File: src/design/hdc_pkg.sv
// Shared types and constants for the haversine distance pipeline.
package hdc_pkg;

    localparam int CORDIC_STEPS = 24;

    localparam int AW = 34;   // CORDIC datapath width, signed Q30 with headroom

    typedef struct packed {
        logic signed [AW-1:0] x;
        logic signed [AW-1:0] y;
        logic signed [AW-1:0] z;
    } xyz_t;

    typedef struct packed {
        logic [63:0] n;
        logic [63:0] res;
    } sqrt_t;

    // atan(2^-i) in Q30, truncated
    localparam logic [31:0] ATAN_TAB [32] = '{
        32'h3243F6A8, 32'h1DAC6705, 32'h0FADBAFC, 32'h07F56EA6, 32'h03FEAB76,
        32'h01FFD55B, 32'h00FFFAAA, 32'h007FFF55, 32'h003FFFEA, 32'h001FFFFD,
        32'h000FFFFF, 32'h0007FFFF, 32'h0003FFFF, 32'h0001FFFF, 32'h0000FFFF,
        32'h00007FFF, 32'h00003FFF, 32'h00001FFF, 32'h00000FFF, 32'h000007FF,
        32'h000003FF, 32'h000001FF, 32'h000000FF, 32'h0000007F, 32'h0000003F,
        32'h0000001F, 32'h0000000F, 32'h00000008, 32'h00000004, 32'h00000002,
        32'h00000001, 32'h00000000
    };

endpackage

File: src/design/hdc_vec_cell.sv
// One vectoring-mode CORDIC iteration with its output register.
module hdc_vec_cell (
    input  logic             clk,
    input  logic             en,
    input  logic [4:0]       step,
    input  hdc_pkg::xyz_t    d_in,
    output hdc_pkg::xyz_t    d_out
);

    hdc_pkg::xyz_t d_reg;
    hdc_pkg::xyz_t d_next;
    logic signed [hdc_pkg::AW-1:0] x;
    logic signed [hdc_pkg::AW-1:0] y;
    logic signed [hdc_pkg::AW-1:0] dx;
    logic signed [hdc_pkg::AW-1:0] dy;
    logic signed [hdc_pkg::AW-1:0] at;

    always_comb
    begin
        x  = d_in.x;
        y  = d_in.y;
        dx = y >>> step;
        dy = x >>> step;
        at = signed'({2'b00, hdc_pkg::ATAN_TAB[step]});
        if (!y[hdc_pkg::AW-1] && (|y))
        begin
            d_next.x = x + dx;
            d_next.y = y - dy;
            d_next.z = d_in.z + at;
        end
        else
        begin
            d_next.x = x - dx;
            d_next.y = y + dy;
            d_next.z = d_in.z - at;
        end
    end

    always_ff @(posedge clk)
    begin
        if (en)
        begin
            d_reg <= d_next;
        end
    end

    assign d_out = d_reg;

endmodule

File: config.mk
export PLATFORM = sky130hd
export DESIGN_NAME = hdc_vec_cell
export DESIGN_NICKNAME = d
export VERILOG_FILES = /design/src/design/hdc_pkg.sv /design/src/design/hdc_vec_cell.sv
export SDC_FILE = /design/constraint.sdc
export NUM_CORES = 1
export LEC_CHECK = 0
export ABC_AREA = 1
export BUFFER_PORTS_ARGS = -buffer_cell sky130_fd_sc_hd__buf_4
export CAP_MARGIN = 10
export CORE_MARGIN = 5
export CORE_UTILIZATION = 55
export CTS_CLUSTER_DIAMETER = 200
export DETAILED_ROUTE_END_ITERATION = 8
export PLACE_DENSITY = 0.79
export SLEW_MARGIN = 20
export SYNTH_ARGS = -nofsm -noshare
export SYNTH_HDL_FRONTEND = slang
export SYNTH_SLANG_ARGS = --single-unit
File: constraint.sdc
create_clock -name clk -period 6.6 [get_ports clk]
set_input_delay 1.32 -clock clk [delete_from_list [all_inputs] [get_ports clk]]
set_output_delay 1.32 -clock clk [all_outputs]
set_load 0.01 [all_outputs]
==> results.yml <==
grt:
  grt_max_degree: 65
  grt_use_total: 0.327
  antenna_found_initial: 0
  overflow: 0
  grt_pass1_vias: 16100
  grt_pass1_wl_um: 82600
setup_path:
  setup.worst_path.start_class: "primary input"
  crit_family: "compound AO/OA/AOI/OAI gates"
  crit_top_cell: "inv_1"
  crit_slowest_cell: "inv_2"
  crit_path_end_kind: "flip-flop"
  path_buf_inv: 7
  path_class: "in -> reg"
  worst-path-max-fanout: 45
  required_ns: 6.72
  cpPeakStageDelay_ns: 0.58
  arrival_ns: 6.08
sta:
  slew_headroom: 0.456
  finalHoldViolCount: 0
  min_period_ns: 5.96
  fmax_ghz: 0.168
  rsz0062_at_grt: "false"
  slew_violations: 0
  tightest_slew_ns: 0.814
  setup_viol: 0
  fin_crit_sh: 0.904
  setup_tns_ns: 0
cts:
  cts_buffer_depth: 2
  numCtsBuffers: 9
  h-tree-depth: 3
  cts_resized: 0
  ctsHoldBuffers: 0
  post_cts_buffers: 0
  clk_transition_reported_paths_ns: 0.08
  clockRootBuffer: "clkbuf_16"
  cts.sinks: 102
  cts_tree: "done"
outcome:
  status: "finished, final reports clean"
yosys:
  synth_xor_area_frac: 0.0982
  netlist_instances: 2432
  synth_compound_area_frac: 0.106
  async_flop_share: 0
  synth_seq_area_share: 0.202
  synth-edff-count: 102
  yosysWarnings: 0
  ys_top_cells_by_area: "edfxtp_1 (20%), nand2_1 (19%), nand3_1 (13%)"
  ys_ff_latch: 102
  synthMuxAreaShare: 0
  synth_top_family_by_area: "simple AND/OR/NAND/NOR gates"
  ys_types: 51
  netlist.area_leader.share: 0.202
  yosys.area_share.adder: 0.0948
  synth-simple-area-share: 0.411
  synth_area_leader_cell: "edfxtp_1"
  synthFlopType: "edfxtp_1"
  syn_area_um2: 15200
  syn-num-nets: 2654
  synth.avg_cell_area_um2: 6.23
placement:
  portBuffers: 210
  placed_area_um2: 16900
  place_inst: 2921
  dp_hpwl_um: 43000
  gp_congestion: 1.04
route:
  drtPass1Iterations: 7
  first_iter_violations: 1967
  drc: 0
  wirelength_um: 52600
  viasPerCell: 5.92
  wire_per_inst_um: 17.9
  antenna_left: 0
  vias: 17400
pwr:
  irDropWorstVdd_mv: 0.188
  p_leak_nw: 8.60
  powerDensity_nw_per_um2: 215
floorplan:
  die-width_um: 176
  boundaryPins: 211
  die_h_um: 176
  floorplan.die_area_um2: 31000
  rows: 60
  start_util: 0.561
  core_um2: 27000
final_layout:
  areaGrowthSynthToFinish_pct: 13.1
  drive_gt1_frac: 0.118
  stdcell_area_um2: 17100
  num-fill-cells: 2654
  nets: 2813
  largest_reg_flops: 102
  final_cells: 2936
  mostFrequentLayoutCell: "nand2_1"
  final_cell_mix: "nand2_1 (768), nand3_1 (401), buf_4 (231), inv_1 (209), nor2_1 (186)"
  diodes: 0
worst_hold_path:
  hp-class: "in -> reg"
job:
  cap_violations: 0
cells in the mapped netlist, types with 4 or more instances:
cell type,number
nand2_1,769
nand3_1,401
inv_1,209
nor2_1,186
a21oi_1,130
xor2_1,126
ha_1,110
edfxtp_1,102
o21ai_0,80
xnor2_1,44
buf_2,33
a31oi_1,22
nand4_1,22
clkbuf_1,21
nand2_2,19
buf_4,15
nor2_2,14
nor3_1,13
o211ai_1,10
o21ai_1,10
buf_6,9
inv_2,8
nor4_1,7
a21o_1,6
buf_1,6
a21boi_0,5
nand3_2,5
o21a_1,5
o31ai_1,5
a211oi_1,4
o221ai_1,4
final timing paths:
kind | start | end | slack [ns] | cells after the start
setup / recovery | step[1] | d_out[25] | 0.64 | 26
hold / removal | d_in[0] | d_out[0] | 1.26 | 2
per-layer routing:
| metal | wire [um] | up-vias | GRT usage | part of all wire |
|---|---|---|---|---|
| met1 | 21800 | 7920 | 0.436 | 0.42 |
| li1 | - | 8424 | - | - |
| met3 | 4570 | 115 | 0.0403 | 0.087 |
| met2 | 24400 | 918 | 0.546 | 0.46 |
| met5 | 0 | - | 0 | 0 |
| met4 | 1820 | 0 | 0.122 | 0.035 |
metrics by stage:
| stage | hold WS [ns] | power [mW] | worst slack, ns | utilization |
|---|---|---|---|---|
| 2_1_floorplan | 1.43 | 2.39 | 1.46 | - |
| 3_3_place_gp | 1.62 | 3.07 | 0.561 | 0.624 |
| 3_5_place_dp | 1.63 | 3.10 | 0.409 | 0.624 |
| 4_1_cts | 1.25 | 3.66 | 0.795 | 0.634 |
| 5_1_grt | 1.27 | 3.94 | 0.301 | 0.634 |
| 6_report | 1.26 | 3.68 | 0.637 | 0.634 |
kinds of logic after synthesis:
| kind of cell | after synthesis |
|---|---|
| buf+inv | 304 |
| xor+xnor | 170 |
| fa+ha+maj | 113 |
| compound gates | 289 |
| simple gates | 1454 |
| flops | 102 |
cell type report:
type                    count  area [um2]  share of cell area
inverters                 219         825              0.0481
multi-input cells        2026       10800               0.628
well taps                 341         427              0.0249
repair buffers            233        1770               0.103
flip-flops and latches    102        3060               0.179
clock buffers               9         225              0.0131
clock inverters             6        56.3             0.00328
power breakdown:
part	internal, mW	switching (mW)
registers	0.969	0.0488
logic	0.809	1.30
clock network	0.263	0.292
total	2.04	1.64
Power figures use the tool's default switching activity.
