--- src/design/hdc_pkg.sv ---
// Shared types and constants for the haversine distance pipeline.
package hdc_pkg;

    localparam int CORDIC_STEPS = 24;

    localparam int AW = 34;   // CORDIC datapath width, signed Q30 with headroom

    typedef struct packed {
        logic signed [AW-1:0] x;
        logic signed [AW-1:0] y;
        logic signed [AW-1:0] z;
    } xyz_t;

    typedef struct packed {
        logic [63:0] n;
        logic [63:0] res;
    } sqrt_t;

    // atan(2^-i) in Q30, truncated
    localparam logic [31:0] ATAN_TAB [32] = '{
        32'h3243F6A8, 32'h1DAC6705, 32'h0FADBAFC, 32'h07F56EA6, 32'h03FEAB76,
        32'h01FFD55B, 32'h00FFFAAA, 32'h007FFF55, 32'h003FFFEA, 32'h001FFFFD,
        32'h000FFFFF, 32'h0007FFFF, 32'h0003FFFF, 32'h0001FFFF, 32'h0000FFFF,
        32'h00007FFF, 32'h00003FFF, 32'h00001FFF, 32'h00000FFF, 32'h000007FF,
        32'h000003FF, 32'h000001FF, 32'h000000FF, 32'h0000007F, 32'h0000003F,
        32'h0000001F, 32'h0000000F, 32'h00000008, 32'h00000004, 32'h00000002,
        32'h00000001, 32'h00000000
    };

endpackage

--- src/design/hdc_sqrt_cell.sv ---
// One digit step of the exact integer square root, registered.
module hdc_sqrt_cell (
    input  logic             clk,
    input  logic             en,
    input  logic [4:0]       step,
    input  hdc_pkg::sqrt_t   d_in,
    output hdc_pkg::sqrt_t   d_out
);

    hdc_pkg::sqrt_t d_reg;
    hdc_pkg::sqrt_t d_next;
    logic [5:0]  sh;
    logic [63:0] bitv;
    logic [63:0] trial;

    always_comb
    begin
        sh    = 6'd62 - {step, 1'b0};
        bitv  = 64'd1 << sh;
        trial = d_in.res + bitv;
        if (d_in.n >= trial)
        begin
            d_next.n   = d_in.n - trial;
            d_next.res = (d_in.res >> 1) + bitv;
        end
        else
        begin
            d_next.n   = d_in.n;
            d_next.res = d_in.res >> 1;
        end
    end

    always_ff @(posedge clk)
    begin
        if (en)
        begin
            d_reg <= d_next;
        end
    end

    assign d_out = d_reg;

endmodule

--- config.mk ---
export PLATFORM = sky130hd
export DESIGN_NAME = hdc_sqrt_cell
export DESIGN_NICKNAME = d
export VERILOG_FILES = /design/src/design/hdc_pkg.sv /design/src/design/hdc_sqrt_cell.sv
export SDC_FILE = /design/constraint.sdc
export NUM_CORES = 1
export LEC_CHECK = 0
export ABC_AREA = 1
export BUFFER_PORTS_ARGS = -buffer_cell sky130_fd_sc_hd__buf_4
export CORE_AREA = 2 2 233 235
export DETAILED_ROUTE_END_ITERATION = 6
export DIE_AREA = 0 0 235 237
export MAX_ROUTING_LAYER = met4
export PLACE_DENSITY_LB_ADDON = 0.05
export SYNTH_ARGS = -nofsm -noshare
export SYNTH_HDL_FRONTEND = slang
export SYNTH_SLANG_ARGS = --single-unit
--- constraint.sdc ---
create_clock -name clk -period 4.96 [get_ports clk]
set_input_delay 0.992 -clock clk [delete_from_list [all_inputs] [get_ports clk]]
set_output_delay 0.992 -clock clk [all_outputs]
set_load 0.005 [all_outputs]
==> results of run 1 <==
-- per-stage QoR --
step           utilization, %  setup TNS, ns
6_report                 57.4          -7.04
2_1_floorplan               -              0
5_1_grt                  57.4         -32.56
3_3_place_gp             49.0        -135.40
3_5_place_dp             49.0        -134.75
4_1_cts                  52.2         -0.126
-- final cells by class --
type	count	area [um^2]
repair buffers	1082	8650
diodes	1	2.50
clock inverters	14	118
multi-input cells	2376	14900
fillers	5281	22700
inverters	457	1760
flip-flops and latches	128	3840
clock buffers	18	429
well taps	696	871
-- Yosys cell counts (2+ instances only) --
| library cell | number |
|---|---|
| inv_1 | 451 |
| xor2_1 | 38 |
| a21boi_0 | 11 |
| nand3_1 | 148 |
| o21ai_0 | 228 |
| a211oi_1 | 13 |
| buf_2 | 10 |
| xnor2_1 | 64 |
| nor4_1 | 14 |
| buf_1 | 2 |
| edfxtp_1 | 128 |
| nor2_2 | 5 |
| ha_1 | 126 |
| nand3b_1 | 42 |
| o31ai_1 | 2 |
| o211ai_1 | 4 |
| and3_1 | 4 |
| inv_2 | 6 |
| or2_2 | 7 |
| o21bai_1 | 17 |
| a21o_1 | 15 |
| nand4_1 | 36 |
| buf_4 | 5 |
| clkbuf_2 | 2 |
| o21ai_2 | 10 |
| clkbuf_1 | 6 |
| o22ai_1 | 2 |
| nor3_1 | 47 |
| a21oi_2 | 2 |
| o2111ai_1 | 2 |
| a31oi_1 | 13 |
| nand2_1 | 882 |
| a21oi_1 | 172 |
| o21a_1 | 7 |
| nor2_1 | 435 |
| o21ai_1 | 16 |
| buf_6 | 7 |
-- path summary, 6_finish.rpt --
path                 start             endpoint  slack [ns]
setup / recovery   step[2]  d_out[17]$_DFFE_PP_       -0.11
hold / removal    d_in[64]  d_out[64]$_DFFE_PP_        0.76
-- routing by layer --
layer | global-route usage (%) | vias to the layer above | wire length [um]
met2 | 58.2 | 996 | 47000
met3 | 3.53 | 243 | 5410
met5 | - | - | 0
met4 | 18.1 | 0 | 5890
li1 | - | 11900 | -
met1 | 41.1 | 11400 | 40500
-- worst min-delay path: stages --
cell and delay (ns):
buf_4 0.09, nand2_2 0.05, o21ai_2 0.04
-- cells by family (layout without fill, tap and decap cells) --
kind of cell             count (synthesis)  in the layout  share of synthesized area, %
AND/OR/NAND/NOR                       1627           1627                          37.6
AO/OA/AOI/OAI                          520            520                          16.1
buffers and inverters                  489           1571                          10.8
flip-flops                             128            128                          21.5
adder cells (fa/ha/maj)                127            127                          8.95
XOR/XNOR                               102            102                          5.01
other                                    0              1                             0
-- power groups by stage --
stage / Clock, mW / Combinational (mW) / Sequential, mW
after global routing: 1.32 / 3.01 / 1.44
after floorplan: 0 / 0.946 / 1.45
after CTS: 1.28 / 2.49 / 1.42
after global placement: 0 / 2.36 / 1.44
after detailed placement: 0 / 2.36 / 1.44
final: 1.27 / 2.82 / 1.42
-- what timing repair did --
action,4_1_cts,5_1_grt
endpoints found under the setup margin,128,128
resized for setup,246,547
cloned,3,8
pin swaps,22,166
buffers inserted,22,56
==> results.cfg, run 1 <==
[cts]
cts_made_buffers = 17
h-tree-depth = 4
clk_pin_slew_ns = 0.07
root_buffer = clkbuf_16
hold_buffers = 0
tritoncts = yes
cts_sinks = 128
clockBufferDepth = 2

[sta]
slew_violations = 0
worstMarginPinSlew_ns = 0.822
holdWs_ns = 0.765
setup_viol = 124
hold_viol = 0
maxSlewHeadroom_pct = 44.7
rsz0062_at_grt = true
max_freq_ghz = 0.197
fin_crit_ns = 5.07
setup_slack_ns = -0.115
finalCritPeriodShare_pct = 102

[status]
violations = setup timing
outcome = complete, but fails checks

[floorplanning]
chipHeight_um = 237
coreArea_um2 = 53300
die_area_um2 = 55700
initial_core_util_pct = 33.5
io_pins = 263
dieWidth_um = 235
row_count = 85

[worst_hold_path]
whs_path_depth = 3
min_path_type = primary input to flip-flop

[critical_path]
worstPathMaxFanout = 9
path_class = primary input to flip-flop
path_delay_family = simple AND/OR/NAND/NOR gates
critPathMaxStageDelay_ns = 0.30
worstSetupEndpointType = flip-flop
cp.arrival_ns = 5.33
critical_path_required_ns = 5.22
cp-start-kind = primary input
path_buf_inv = 10
cp_common_cell = nand2_1
crit_slowest_cell = ha_4
cp_num_cells = 30

[route]
dr.first_iter.drc_count = 1709
vias_per_cell = 5.16
wirelength_mm = 98.8
first_pass_iters = 6
ant_nets = 0
wl_per_cell_um = 20.7
vias = 24600
drc = 0

[grt]
grt_usage_pct = 34.7
grt_overflow = 0
grt_first_pass_wirelength_mm = 140
grt_pass1_vias = 23900
grt_antenna_before_repair = 1
grt_max_degree = 54

[placement]
hpwl_mm = 81.8
numPortBuffers = 262
pre_cts_ws_ns = -1.23
post_dp_cell_area_um2 = 26100
placedCellCount = 4654
gp_congestion = 1.00

[power]
power.share.combinational_pct = 51.2
power.density_nw_per_um2 = 180
p_leak_nw = 13.9
p_int_mw = 3.39
switching_power_mw = 2.12
switching_share_pct = 38.5
p_seq_share_pct = 25.8
power_frac_clock_pct = 23.0
peakVddDrop_mv = 0.266
fin_total_pwr_mw = 5.51

[yosys]
synth_ff_type = edfxtp_1
yosysSeqAreaShare_pct = 21.5
yosysTopAreaCell = edfxtp_1
synth_area_leaders = edfxtp_1 22%, nand2_1 19%, inv_1 9.5%, nor2_1 9.2%, ha_1 8.8%
synth_edf_count = 128
yosysWarnings = 0
synth-seq-cells = 128
synthesis.area_um2 = 17800
synth.avg_cell_area_um2 = 5.96
async_flop_share_pct = 0
synth_cell_types = 51
synth_top_cell_area_share_pct = 21.5
synth.net_count = 3255
netlist_instances = 2993

[final_layout]
mostFrequentLayoutCells = 1024 x buf_4, 742 x nand2_1, 405 x inv_1, 333 x nor2_1, 138 x o21ai_0
syn2layout_area_growth_pct = 71.4
drive_above_1_share_pct = 40.8
final_common_cell = buf_4
largest_register_ffs = 128
stdcell_count = 4772
fin_nets = 4324
fin_area_um2 = 30600

[job]
drv_cap = 0
(Power assumes the default switching activity.)
==> inputs of run 2 (changes only) <==
- PLACE_DENSITY: default -> 0.63
- PLACE_DENSITY_LB_ADDON: 0.05 -> default
==> run 2 against run 1 <==
- combinational power is 8.5% lower
- wire length is 11% lower
- critical path depth stayed put
- the flow now finishes without violations
- fmax is 2.5% higher
- largest power group unchanged
- critical endpoint is now d_out[4]$_DFFE_PP_
- sequential power hardly changed
- worst hold slack better by 0.010 ns
- core utilization is 3.0 points lower
- flip-flop and latch count stayed put
- final area is 5.3% lower
- global-route usage is 4.0 points lower
==> results.cfg, run 2 (synthesis gave the netlist of run 1 again) <==
[final_layout]
stdcell_count = 4680
fin_area_um2 = 29000
mostFrequentLayoutCells = 949 x buf_4, 786 x nand2_1, 427 x inv_1, 354 x nor2_1, 170 x o21ai_0
drive_above_1_share_pct = 35.9
syn2layout_area_growth_pct = 62.4
diodes = 0
final_common_cell = buf_4
fin_nets = 4233
largest_register_ffs = 128

[worst_hold_path]
min_path_type = primary input to flip-flop
whs_path_depth = 3

[critical_path]
path_buf_inv = 7
path_class = primary input to flip-flop
cp-start-kind = primary input
cp_num_cells = 30
crit_slowest_cell = ha_1
cp.arrival_ns = 5.19
cp_common_cell = nand2_1
endpoint = d_out[4]$_DFFE_PP_
worstSetupEndpointType = flip-flop
path_delay_family = simple AND/OR/NAND/NOR gates
critical_path_required_ns = 5.20
critPathMaxStageDelay_ns = 0.32
cp-startpoint = step[2]
worstPathMaxFanout = 7

[route]
wl_per_cell_um = 18.9
dr.first_iter.drc_count = 1760
ant_nets = 0
first_pass_iters = 6
wirelength_mm = 88.4
vias_per_cell = 5.03
vias = 23500
drc = 0

[cts]
cts_made_buffers = 17
tritoncts = yes
cts_sinks = 128
clockBufferDepth = 2
root_buffer = clkbuf_16
clk_pin_slew_ns = 0.06
h-tree-depth = 4

[power]
peakVddDrop_mv = 0.274
power.share.combinational_pct = 47.1
power.density_nw_per_um2 = 189
switching_power_mw = 1.94
switching_share_pct = 35.5
p_int_mw = 3.53
power_frac_clock_pct = 26.9
p_seq_share_pct = 26.0
p_leak_nw = 13.2

[sta]
setup_slack_ns = 0.0104
slew_violations = 0
fin_crit_ns = 4.95
max_freq_ghz = 0.202
finalCritPeriodShare_pct = 99.8
worstMarginPinSlew_ns = 0.658
maxSlewHeadroom_pct = 56.1
setup_viol = 0
rsz0062_at_grt = true
hold_viol = 0

[floorplanning]
io_pins = 263
die_area_um2 = 55700
dieWidth_um = 235
coreArea_um2 = 53300
initial_core_util_pct = 33.5
row_count = 85
chipHeight_um = 237

[grt]
grt_usage_pct = 30.7
grt_antenna_before_repair = 0
grt_first_pass_wirelength_mm = 125
grt_pass1_vias = 22400
grt_max_degree = 66
grt_overflow = 0

[job]
drv_cap = 0

[placement]
numPortBuffers = 262
pre_cts_ws_ns = -0.989
gp_congestion = 1.01
post_dp_cell_area_um2 = 25700
placedCellCount = 4597
hpwl_mm = 73.8

[status]
outcome = finished clean
-- run 2: cell count changes in the layout (fill, tap and decap cells not counted), moves of 14 or more --
cell     before  now
o21ai_0     138  170
nor2_4       52   32
inv_1       405  427
nand2_1     742  786
nor2_1      333  354
nand2_2     114   85
inv_2        43   24
nand2_4      26   12
nand3_1     114  133
buf_4      1024  949
-- run 2: per-layer routing --
| metal | part of all wire, % | vias to the layer above | global-route usage (%) |
|---|---|---|---|
| li1 | - | 11700 | - |
| met2 | 48 | 834 | 52.6 |
| met1 | 41 | 10800 | 36.3 |
| met5 | 0 | - | - |
| met4 | 5.1 | 0 | 13.2 |
| met3 | 5.4 | 213 | 3.45 |
-- run 2: timing repair --
action	4_1_cts	5_1_grt
hold buffers	0	0
setup endpoints to repair	128	128
gates resized for setup	99	434
cloned	1	6
pin swaps	6	138
buffers inserted	7	37
-- run 2: through the flow --
step                      hold slack (ns)  power (mW)  utilization [%]  setup TNS [ns]
after floorplan                      1.10        2.40                -               0
after global placement               1.29        3.73             48.2         -114.02
after detailed placement             1.29        3.73             48.2         -113.17
after CTS                           0.761        5.25             50.3         -0.0592
after global routing                0.784        5.71             54.4          -11.78
final                               0.775        5.47             54.4               0
-- run 2: cell type report --
| cell class | instances | area, um^2 |
|---|---|---|
| clock buffer | 19 | 433 |
| clock inverter | 13 | 216 |
| fill | 5273 | 24300 |
| inverter | 457 | 1740 |
| multi-input combinational | 2376 | 14100 |
| sequential | 128 | 3840 |
| tap | 696 | 871 |
| timing repair buffer | 991 | 7800 |
-- run 2: how the worst min path moves through the flow --
stage,slack (ns),start,end
finish,0.77,d_in[64],d_out[64]$_DFFE_PP_
global route,0.78,d_in[64],d_out[64]$_DFFE_PP_
CTS,0.76,d_in[64],d_out[64]$_DFFE_PP_
detailed placement,1.29,d_in[64],d_out[64]$_DFFE_PP_
global placement,1.29,d_in[64],d_out[64]$_DFFE_PP_
floorplan,1.10,en,d_out[0]$_DFFE_PP_
-- run 2: power groups by stage --
stage	Sequential, mW	Combinational [mW]	Clock (mW)
floorplan	1.45	0.946	0
global placement	1.45	2.28	0
detailed placement	1.44	2.29	0
CTS	1.43	2.33	1.49
global route	1.44	2.76	1.51
finish	1.42	2.58	1.47
