`src/design/hdc_pkg.sv`:
```
// Shared types and constants for the haversine distance pipeline.
package hdc_pkg;

    localparam int CORDIC_STEPS = 24;

    localparam int AW = 34;   // CORDIC datapath width, signed Q30 with headroom

    typedef struct packed {
        logic signed [AW-1:0] x;
        logic signed [AW-1:0] y;
        logic signed [AW-1:0] z;
    } xyz_t;

    typedef struct packed {
        logic [63:0] n;
        logic [63:0] res;
    } sqrt_t;

    // atan(2^-i) in Q30, truncated
    localparam logic [31:0] ATAN_TAB [32] = '{
        32'h3243F6A8, 32'h1DAC6705, 32'h0FADBAFC, 32'h07F56EA6, 32'h03FEAB76,
        32'h01FFD55B, 32'h00FFFAAA, 32'h007FFF55, 32'h003FFFEA, 32'h001FFFFD,
        32'h000FFFFF, 32'h0007FFFF, 32'h0003FFFF, 32'h0001FFFF, 32'h0000FFFF,
        32'h00007FFF, 32'h00003FFF, 32'h00001FFF, 32'h00000FFF, 32'h000007FF,
        32'h000003FF, 32'h000001FF, 32'h000000FF, 32'h0000007F, 32'h0000003F,
        32'h0000001F, 32'h0000000F, 32'h00000008, 32'h00000004, 32'h00000002,
        32'h00000001, 32'h00000000
    };

endpackage

```
`src/design/hdc_rot_cell.sv`:
```
// One rotation-mode CORDIC iteration with its output register.
module hdc_rot_cell (
    input  logic             clk,
    input  logic             en,
    input  logic [4:0]       step,
    input  hdc_pkg::xyz_t    d_in,
    output hdc_pkg::xyz_t    d_out
);

    hdc_pkg::xyz_t d_reg;
    hdc_pkg::xyz_t d_next;
    logic signed [hdc_pkg::AW-1:0] x;
    logic signed [hdc_pkg::AW-1:0] y;
    logic signed [hdc_pkg::AW-1:0] dx;
    logic signed [hdc_pkg::AW-1:0] dy;
    logic signed [hdc_pkg::AW-1:0] at;

    always_comb
    begin
        x  = d_in.x;
        y  = d_in.y;
        dx = y >>> step;
        dy = x >>> step;
        at = signed'({2'b00, hdc_pkg::ATAN_TAB[step]});
        if (!d_in.z[hdc_pkg::AW-1])
        begin
            d_next.x = x - dx;
            d_next.y = y + dy;
            d_next.z = d_in.z - at;
        end
        else
        begin
            d_next.x = x + dx;
            d_next.y = y - dy;
            d_next.z = d_in.z + at;
        end
    end

    always_ff @(posedge clk)
    begin
        if (en)
        begin
            d_reg <= d_next;
        end
    end

    assign d_out = d_reg;

endmodule

```
`config.mk`:
```
export PLATFORM = sky130hd
export DESIGN_NAME = hdc_rot_cell
export DESIGN_NICKNAME = d
export VERILOG_FILES = /design/src/design/hdc_pkg.sv /design/src/design/hdc_rot_cell.sv
export SDC_FILE = /design/constraint.sdc
export NUM_CORES = 1
export LEC_CHECK = 0
export ABC_AREA = 1
export BUFFER_PORTS_ARGS = -buffer_cell sky130_fd_sc_hd__buf_4
export CAP_MARGIN = 20
export CELL_PAD_IN_SITES_DETAIL_PLACEMENT = 1
export CELL_PAD_IN_SITES_GLOBAL_PLACEMENT = 2
export CORE_UTILIZATION = 35
export DETAILED_ROUTE_END_ITERATION = 8
export PLACE_DENSITY = 0.95
export SYNTH_ARGS = -nofsm -noshare
export SYNTH_HDL_FRONTEND = slang
export SYNTH_SLANG_ARGS = --single-unit
```
`constraint.sdc`:
```
create_clock -name clk -period 13.7 [get_ports clk]
set_clock_uncertainty 0.05 [all_clocks]
set_input_delay 1.37 -clock clk [delete_from_list [all_inputs] [get_ports clk]]
set_output_delay 1.37 -clock clk [all_outputs]
set_load 0.005 [all_outputs]
```
==> impl_metrics.ini, run 1 <==
[placed_design]
io_buffers = 210
gp_congestion = 0.920
dp_cells = 3049
hpwl_um = 49300
placed_area_sq_um = 16700

[min_path]
whs_path_depth = 2
hold_path_class = in2reg

[global_routing]
grt_max_degree = 75
track_usage = 0.274
first_global_vias = 16900
grt_pass1_wl_um = 93300
grt_overflow = 0
antenna_found_initial = 0

[cells_and_area]
largest_reg_flops = 102
n_fill_cell = 5677
finalNonFillerCells = 3066
multiInputGateArea_sq_um = 10600
diodes = 0
drive_above_1_share = 0.115
fin_area_sq_um = 17000
fin_nets = 2744
areaGrowthSynthToFinish_pct = 14.2
seq_area_sq_um = 3060

[clocking]
path_clk_slew_ns = 0.08
cts-root-buf = clkbuf_16
postCtsSetupBuffers = 0
numCtsBuffers = 9
ctsHtreeMaxLevel = 3
tritoncts = done
cts_sinks = 102
cts_max_path_buffers = 2
cts_hold_buf = 0
ctsResizeCount = 0

[critical_path]
worstSetupEndpointType = register
cp_slowest_cell = buf_4
start_kind = input port
path_class = in2reg
crit_family = simple AND/OR/NAND/NOR gates
max_stage_delay_ns = 0.58
cp.depth = 29
path_max_fanout = 74
critPathBufInv = 3
cpMostUsedCell = nand2_1
crit_required_ns = 13.79
cp.arrival_ns = 7.05

[routing]
wire_per_inst_um = 19.5
firstDrtPassIters = 7
ant_nets = 0
drc = 0
routed_wl_um = 59600
drt_iter0_drc = 1051
viasPerCell = 5.42
num_vias = 16600

[sta]
finalCritPeriodShare = 0.508
fin_setup_tns_ns = 0
fmax_ghz = 0.144
drv_slew = 0
rsz0062_at_grt = no
hold_viol = 0
setup_violations = 0
tightestPinTransition_ns = 0.912
period_needed_ns = 6.96
slew_headroom = 0.391

[logic_synthesis]
ys_async_sr_fraction = 0
ys_dominant_reg_cell = edfxtp_1
synth-seq-area-share = 0.205
yosysWarnings = 0
yosysUniqueCellTypes = 51
synth-edff-count = 102
netlist_instances = 2380
syn_nets = 2602
synth_area_per_cell_sq_um = 6.26
netlist_area_sq_um = 14900
synth-seq-cells = 102

[floorplanning]
die_width_um = 208
fp-row-count = 75
num_io_pins = 211
placeableCoreArea_sq_um = 41900
initial_core_util = 0.355
die-height_um = 208
die_area_sq_um = 43400

[run]
drv_cap = 0

[run_status]
outcome = completed

[power]
ir_drop_uv = 54.2
power.density_nw_per_um2 = 102
p_leak_nw = 8.35
per-stage QoR:
step / hold WS [ns] / total power, mW / setup slack (ns) / util
2_1_floorplan: 1.43 / 1.10 / 8.47 / -
3_3_place_gp: 1.66 / 1.45 / 6.03 / 0.399
3_5_place_dp: 1.66 / 1.47 / 5.84 / 0.399
4_1_cts: 1.24 / 1.75 / 6.27 / 0.405
5_1_grt: 1.26 / 1.87 / 6.29 / 0.406
6_report: 1.26 / 1.73 / 6.74 / 0.406
worst paths after layout:
| path | from | endpoint | slack [ns] |
|---|---|---|---|
| hold / removal | d_in[68] | d_out[68] | 1.26 |
| setup / recovery | step[0] | d_out[95] | 6.74 |
synth_stat cells, types with 2 or more instances:
cell type / n / area share
nand2_1: 769 / 0.19
a31oi_1: 15 / 0.0063
nor2_2: 15 / 0.0063
nand3_1: 382 / 0.13
nor2_4: 3 / 0.0023
buf_4: 9 / 0.0045
nor3_1: 10 / 0.0034
o211ai_1: 5 / 0.0025
buf_6: 12 / 0.0091
inv_4: 2 / 0.00084
nand2_2: 8 / 0.0034
buf_1: 11 / 0.0028
a2111oi_0: 3 / 0.0018
xor2_1: 119 / 0.070
nand4_1: 29 / 0.012
xnor2_1: 46 / 0.027
nor2_1: 191 / 0.048
clkbuf_1: 21 / 0.0053
o2111ai_1: 4 / 0.0023
a221oi_1: 2 / 0.0012
o21ai_1: 13 / 0.0044
edfxtp_1: 102 / 0.21
and2_1: 5 / 0.0021
inv_2: 13 / 0.0033
o21ai_0: 83 / 0.028
inv_1: 173 / 0.044
a21oi_2: 5 / 0.0029
o22ai_1: 5 / 0.0021
a21boi_0: 5 / 0.0025
o21a_1: 13 / 0.0065
a21o_1: 10 / 0.0050
ha_1: 110 / 0.092
nand3_2: 3 / 0.0020
o21ai_2: 2 / 0.0012
buf_2: 33 / 0.011
nand3b_1: 4 / 0.0020
a211oi_1: 3 / 0.0015
fa_1: 3 / 0.0040
a21oi_1: 124 / 0.042
or2_2: 4 / 0.0017
where the power goes:
part           switching, mW  internal, mW
clock                  0.131         0.140
combinational          0.595         0.378
sequential            0.0246         0.466
total                  0.750         0.984
placed cells by master (no fill, tap or decap), types with 29 or more instances in the layout:
cell | synthesis | routed
buf_4 | 9 | 216
nand4_1 | 29 | 29
inv_1 | 173 | 173
nand2_1 | 769 | 769
a21oi_1 | 124 | 124
xor2_1 | 119 | 119
nor2_1 | 191 | 191
ha_1 | 110 | 110
nand3_1 | 382 | 382
o21ai_0 | 83 | 83
edfxtp_1 | 102 | 102
xnor2_1 | 46 | 46
cell families (layout without fill, tap and decap cells):
kind of cell             count (synthesis)  in the layout  synth area share
flip-flops                             102            102             0.205
AO/OA/AOI/OAI                          298            298             0.113
XOR/XNOR                               165            165            0.0969
AND/OR/NAND/NOR                       1426           1426             0.407
buffers and inverters                  276            423            0.0810
adder cells (fa/ha/maj)                113            113            0.0963
cell type report:
| cell class | instances | area share |
|---|---|---|
| multi-input combinational | 2002 | 0.625 |
| sequential | 102 | 0.180 |
| tap | 539 | 0.0396 |
| timing repair buffer | 217 | 0.0964 |
| inverter | 190 | 0.0423 |
| clock inverter | 7 | 0.00375 |
| clock buffer | 9 | 0.0132 |
layer usage:
metal,GRT usage,up-vias,routed length (um),share of wire
li1,-,8240,-,-
met1,0.348,8003,26800,0.45
met2,0.481,310,29400,0.49
met3,0.0299,74,1920,0.032
met4,0.0868,0,1610,0.027
met5,0,-,0,0
Power figures use the tool's default switching activity.
==> run 2, diff against run 1 <==
ABC_AREA = 0   (was 1)
CORE_UTILIZATION = 37   (was 35)
PLACE_DENSITY = 0.93   (was 0.95)
clock period = 7.3 ns   (was 13.7 ns; I/O delays follow)
==> run 2 against run 1 <==
Against the previous run: first-iteration DRC count up 2.2%; cell count down 23%; critical path depth down 7; worst hold slack worse by 0.66 ns; via count down 14%; wire length down 2.7%; synthesized cell count down 32%; clock power up 120%; critical path type unchanged; synthesized area down 1.8%; critical endpoint is now d_out[67]; global-route usage up 1.1 points; highest routed layer is now met5; non-clock buffer count up 69.
==> impl_metrics.ini, run 2 <==
[clocking]
tritoncts = done
numCtsBuffers = 9
ctsResizeCount = 0
cts_sinks = 102
postCtsSetupBuffers = 0
path_clk_slew_ns = 0.08
cts_hold_buf = 0
cts_max_path_buffers = 2
ctsHtreeMaxLevel = 3
cts-root-buf = clkbuf_16

[global_routing]
grt_overflow = 0
first_global_vias = 15000
grt_pass1_wl_um = 89100
track_usage = 0.284
antenna_found_initial = 1
grt_max_degree = 83

[critical_path]
max_stage_delay_ns = 0.68
path_class = in2reg
cp.arrival_ns = 6.82
cp_slowest_cell = or4b_2
startpoint = step[0]
path_max_fanout = 29
crit_required_ns = 7.40
path_cells = buf_4 -> buf_12 -> mux4_1 -> mux2i_1 -> a32oi_1 -> o221a_2 -> inv_1 -> ha_1 -> inv_1 -> nor4_4 -> a31oi_1 -> xor2_1 -> ha_1 -> nand4_1 -> or4b_2 -> o41a_1 -> a2111o_1 -> a31oi_1 -> a221o_1 -> o31ai_1 -> o21ai_0 -> xnor2_1
start_kind = input port
crit_end = d_out[67]
worstSetupEndpointType = register

[routing]
routed_wl_um = 58000
wire_per_inst_um = 24.6
drc = 0
firstDrtPassIters = 5
num_vias = 14400
drt_iter0_drc = 1074
ant_nets = 0
viasPerCell = 6.10

[logic_synthesis]
synth_commonest_cells = 158 x a21oi_1, 131 x nor2_1, 110 x ha_1
yosysUniqueCellTypes = 89
synth-edff-count = 102
yosysMostFrequentCell = a21oi_1
ys_dominant_reg_cell = edfxtp_1
ys_async_sr_fraction = 0
synth-seq-area-share = 0.209
synth_top_cell_by_area = edfxtp_1
synth.area.top_cells = edfxtp_1 21%, mux4_2 9.5%, ha_1 9.4%
synth_area_per_cell_sq_um = 9.02
yosysWarnings = 0
netlist_area_sq_um = 14600
yosysTopAreaCellShare = 0.209
syn_nets = 1845
netlist_instances = 1623
synth-seq-cells = 102

[cells_and_area]
finalNonFillerCells = 2354
final_cell_mix = 280 x buf_4, 158 x a21oi_1, 131 x nor2_1
fin_nets = 2053
diodes = 0
drive_above_1_share = 0.236
areaGrowthSynthToFinish_pct = 19.0
n_fill_cell = 4523
largest_reg_flops = 102
multiInputGateArea_sq_um = 11000
mostFrequentLayoutCell = buf_4
seq_area_sq_um = 3060

[sta]
finalCritPeriodShare = 0.921
fin_setup_tns_ns = 0
fmax_ghz = 0.149
hold_viol = 0
tightestPinTransition_ns = 0.970
period_needed_ns = 6.72
slew_headroom = 0.352
setup_violations = 0
drv_slew = 0
rsz0062_at_grt = no

[run]
drv_cap = 0

[floorplanning]
placeableCoreArea_sq_um = 38800
num_io_pins = 211
die-height_um = 201
initial_core_util = 0.377
die_width_um = 201
fp-row-count = 72
die_area_sq_um = 40400

[power]
p_sw_frac = 0.391
clkPwrFrac = 0.171
sequentialPowerShare = 0.269
p_comb_frac = 0.560
power.density_nw_per_um2 = 198
p_int_mw = 2.10
p_leak_nw = 7.33
ir_drop_uv = 138
power.switching_mw = 1.35

[placed_design]
dp_cells = 2338
io_buffers = 210
hpwl_um = 46100
gp_congestion = 1.00

[min_path]
hold_start = d_in[0]
hold_path_class = in2reg

[run_status]
outcome = completed
run 2: cell type report:
class	instances	share of cell area
tap	518	0.0372
sequential	102	0.176
multi-input combinational	1383	0.629
inverter	49	0.0106
timing repair buffer	286	0.127
clock buffer	9	0.0129
clock inverter	7	0.00696
run 2: worst min path at each step:
stage,endpoint,slack [ns],cells past startpoint
floorplan,d_out[0],0.79,0
global placement,d_out[0],0.98,2
detailed placement,d_out[0],0.99,2
CTS,d_out[0],0.59,2
global route,d_out[0],0.59,2
finish,d_out[0],0.60,2
run 2: power by group through the flow:
| stage | Combinational [mW] | Clock (mW) | Sequential, mW |
|---|---|---|---|
| 6_report | 1.93 | 0.590 | 0.927 |
| 5_1_grt | 2.09 | 0.617 | 0.946 |
| 4_1_cts | 1.92 | 0.602 | 0.932 |
| 3_5_place_dp | 1.91 | 0 | 0.941 |
| 3_3_place_gp | 1.85 | 0 | 0.938 |
| 2_1_floorplan | 1.14 | 0 | 0.951 |
run 2: cell families (layout without fill, tap and decap cells):
| logic type | count (synthesis) | after routing | share of synthesized area |
|---|---|---|---|
| AO/OA/AOI/OAI | 501 | 501 | 0.220 |
| buffers and inverters | 138 | 351 | 0.0424 |
| AND/OR/NAND/NOR | 427 | 427 | 0.147 |
| XOR/XNOR | 180 | 180 | 0.108 |
| flip-flops | 102 | 102 | 0.209 |
| adder cells (fa/ha/maj) | 113 | 113 | 0.0981 |
| multiplexers | 162 | 162 | 0.176 |
run 2: per-layer routing:
layer	vias up	GRT usage	part of all wire
li1	6572	-	-
met1	7171	0.350	0.41
met2	516	0.494	0.49
met3	100	0.0573	0.065
met4	2	0.0932	0.029
met5	-	0	0.00021
run 2: per-stage QoR:
stage                     hold WS [ns]  total power [mW]  cell area (sq um)  worst slack, ns  utilization
final                            0.601              3.45              17400            0.580        0.449
after global routing             0.591              3.65              17400           0.0910        0.449
after CTS                        0.588              3.46              17400            0.649        0.449
after detailed placement         0.991              2.85              17100            0.236        0.440
after global placement           0.984              2.79              17100            0.448        0.440
after floorplan                  0.792              2.09              14600            0.742            -
run 2: worst max-delay path, delay by kind of cell:
family / cells / cell delay, ns
compound gates: 9 / 2.11
xor+xnor: 2 / 0.30
fa+ha+maj: 2 / 0.53
buf+inv: 4 / 0.93
mux: 2 / 0.94
simple gates: 3 / 1.23
==> run 3, diff against run 2 <==
CORE_ASPECT_RATIO = 1.1   (was not set)
==> run 3 against run 2 <==
Against the previous run: count of clock-buffer cells in the layout up 1; sequential power about the same; clock power down 8.8%.
==> impl_metrics.ini, run 3 (same netlist as run 2, synthesis figures left out) <==
[sta]
period_needed_ns = 6.75
finalCritPeriodShare = 0.925
tightestPinTransition_ns = 0.931
drv_slew = 0
fin_setup_tns_ns = 0
rsz0062_at_grt = no
hold_viol = 0
fin_ws_ns = 0.546
fmax_ghz = 0.148
hold-worst-slack_ns = 0.584
setup_violations = 0
slew_headroom = 0.379

[clocking]
tritoncts = done
postCtsSetupBuffers = 0
cts_max_path_buffers = 2
cts_sinks = 102
ctsResizeCount = 0
numCtsBuffers = 9
ctsHtreeMaxLevel = 3
cts-root-buf = clkbuf_16
cts_hold_buf = 0
path_clk_slew_ns = 0.07

[floorplanning]
die_width_um = 192
die-height_um = 211
initial_core_util = 0.375
fp-row-count = 76
num_io_pins = 211
placeableCoreArea_sq_um = 39100
die_area_sq_um = 40400

[cells_and_area]
diodes = 0
mostFrequentLayoutCell = buf_4
fin_area_sq_um = 17300
areaGrowthSynthToFinish_pct = 18.0
final_util = 0.442
fin_nets = 2045
largest_reg_flops = 102
final_cell_mix = 275 x buf_4, 158 x a21oi_1, 131 x nor2_1
finalNonFillerCells = 2334
drive_above_1_share = 0.232

[critical_path]
start_kind = input port
path_class = in2reg
path_cells = buf_4 -> buf_12 -> mux4_1 -> mux2_2 -> a211o_1 -> or4b_2 -> nor2_1 -> and3_1 -> a31oi_1 -> xor2_1 -> ha_1 -> a21o_1 -> a21o_1 -> a21oi_1 -> o21ai_0 -> a21oi_1 -> o31ai_1 -> a21oi_1 -> nor2b_1 -> o21a_1 -> o41ai_1 -> xnor2_1
crit_required_ns = 7.40
max_stage_delay_ns = 0.68
critPathBufInv = 2
cp_slowest_cell = or4b_2
cpMostUsedCell = a21oi_1
worstSetupEndpointType = register
cp.arrival_ns = 6.85
crit_family = compound AO/OA/AOI/OAI gates
path_max_fanout = 31

[min_path]
hold_start = d_in[0]
hold_path_class = in2reg
whs_endpoint = d_out[0]
whs_path_depth = 2

[power]
power_mw = 3.36
power.density_nw_per_um2 = 195
ir_drop_uv = 130
p_leak_nw = 7.25

[global_routing]
antenna_found_initial = 1
first_global_vias = 15000
grt_overflow = 0
grt_max_degree = 83
track_usage = 0.293
grt_pass1_wl_um = 89300

[placed_design]
io_buffers = 210
hpwl_um = 47100
placed_area_sq_um = 17000
gp_congestion = 0.999
pre_cts_slack_ns = 0.174
dp_cells = 2319

[routing]
ant_nets = 0
drt_iter0_drc = 890
num_vias = 14400
wire_per_inst_um = 25.0
firstDrtPassIters = 5
drc = 0
viasPerCell = 6.17
routed_wl_um = 58400

[run]
drv_cap = 0

[run_status]
outcome = completed
-- run 3: changes by cell type in the layout (fill, tap and decap cells not counted), sizes merged --
| cell | change |
|---|---|
| clkbuf | +1 |
| bufinv | -1 |
| inv | -1 |
| buf | -8 |
-- run 3: per-layer routing --
metal,global-route usage,vias up,part of all wire
li1,-,6575,-
met1,0.345,7209,0.40
met2,0.510,483,0.50
met3,0.0450,136,0.050
met4,0.155,2,0.047
met5,0,-,0.00031
-- run 3: how the worst max path moves through the flow --
| stage | end | start | depth (start not counted) | slack, ns |
|---|---|---|---|---|
| 6_report | d_out[101] | step[0] | 22 | 0.55 |
| 5_1_grt | d_out[101] | step[0] | 24 | 0.1 |
| 4_1_cts | d_out[101] | step[0] | 22 | 0.60 |
| 3_5_place_dp | d_out[101] | step[0] | 22 | 0.17 |
| 3_3_place_gp | d_out[67] | step[2] | 21 | 0.43 |
| 2_1_floorplan | d_out[33] | step[1] | 25 | 0.74 |
-- run 3: cell type report --
type | count | area (sq um)
clock buffers | 10 | 229
clock inverters | 5 | 75.1
fillers | 4596 | 21800
inverters | 49 | 184
multi-input cells | 1383 | 11000
flip-flops and latches | 102 | 3060
well taps | 507 | 634
repair buffers | 278 | 2120
-- run 3: where the power goes --
part           internal [mW]  switching, mW
Clock                  0.296          0.243
Sequential             0.877         0.0493
Combinational          0.869           1.03
Total                   2.04           1.32
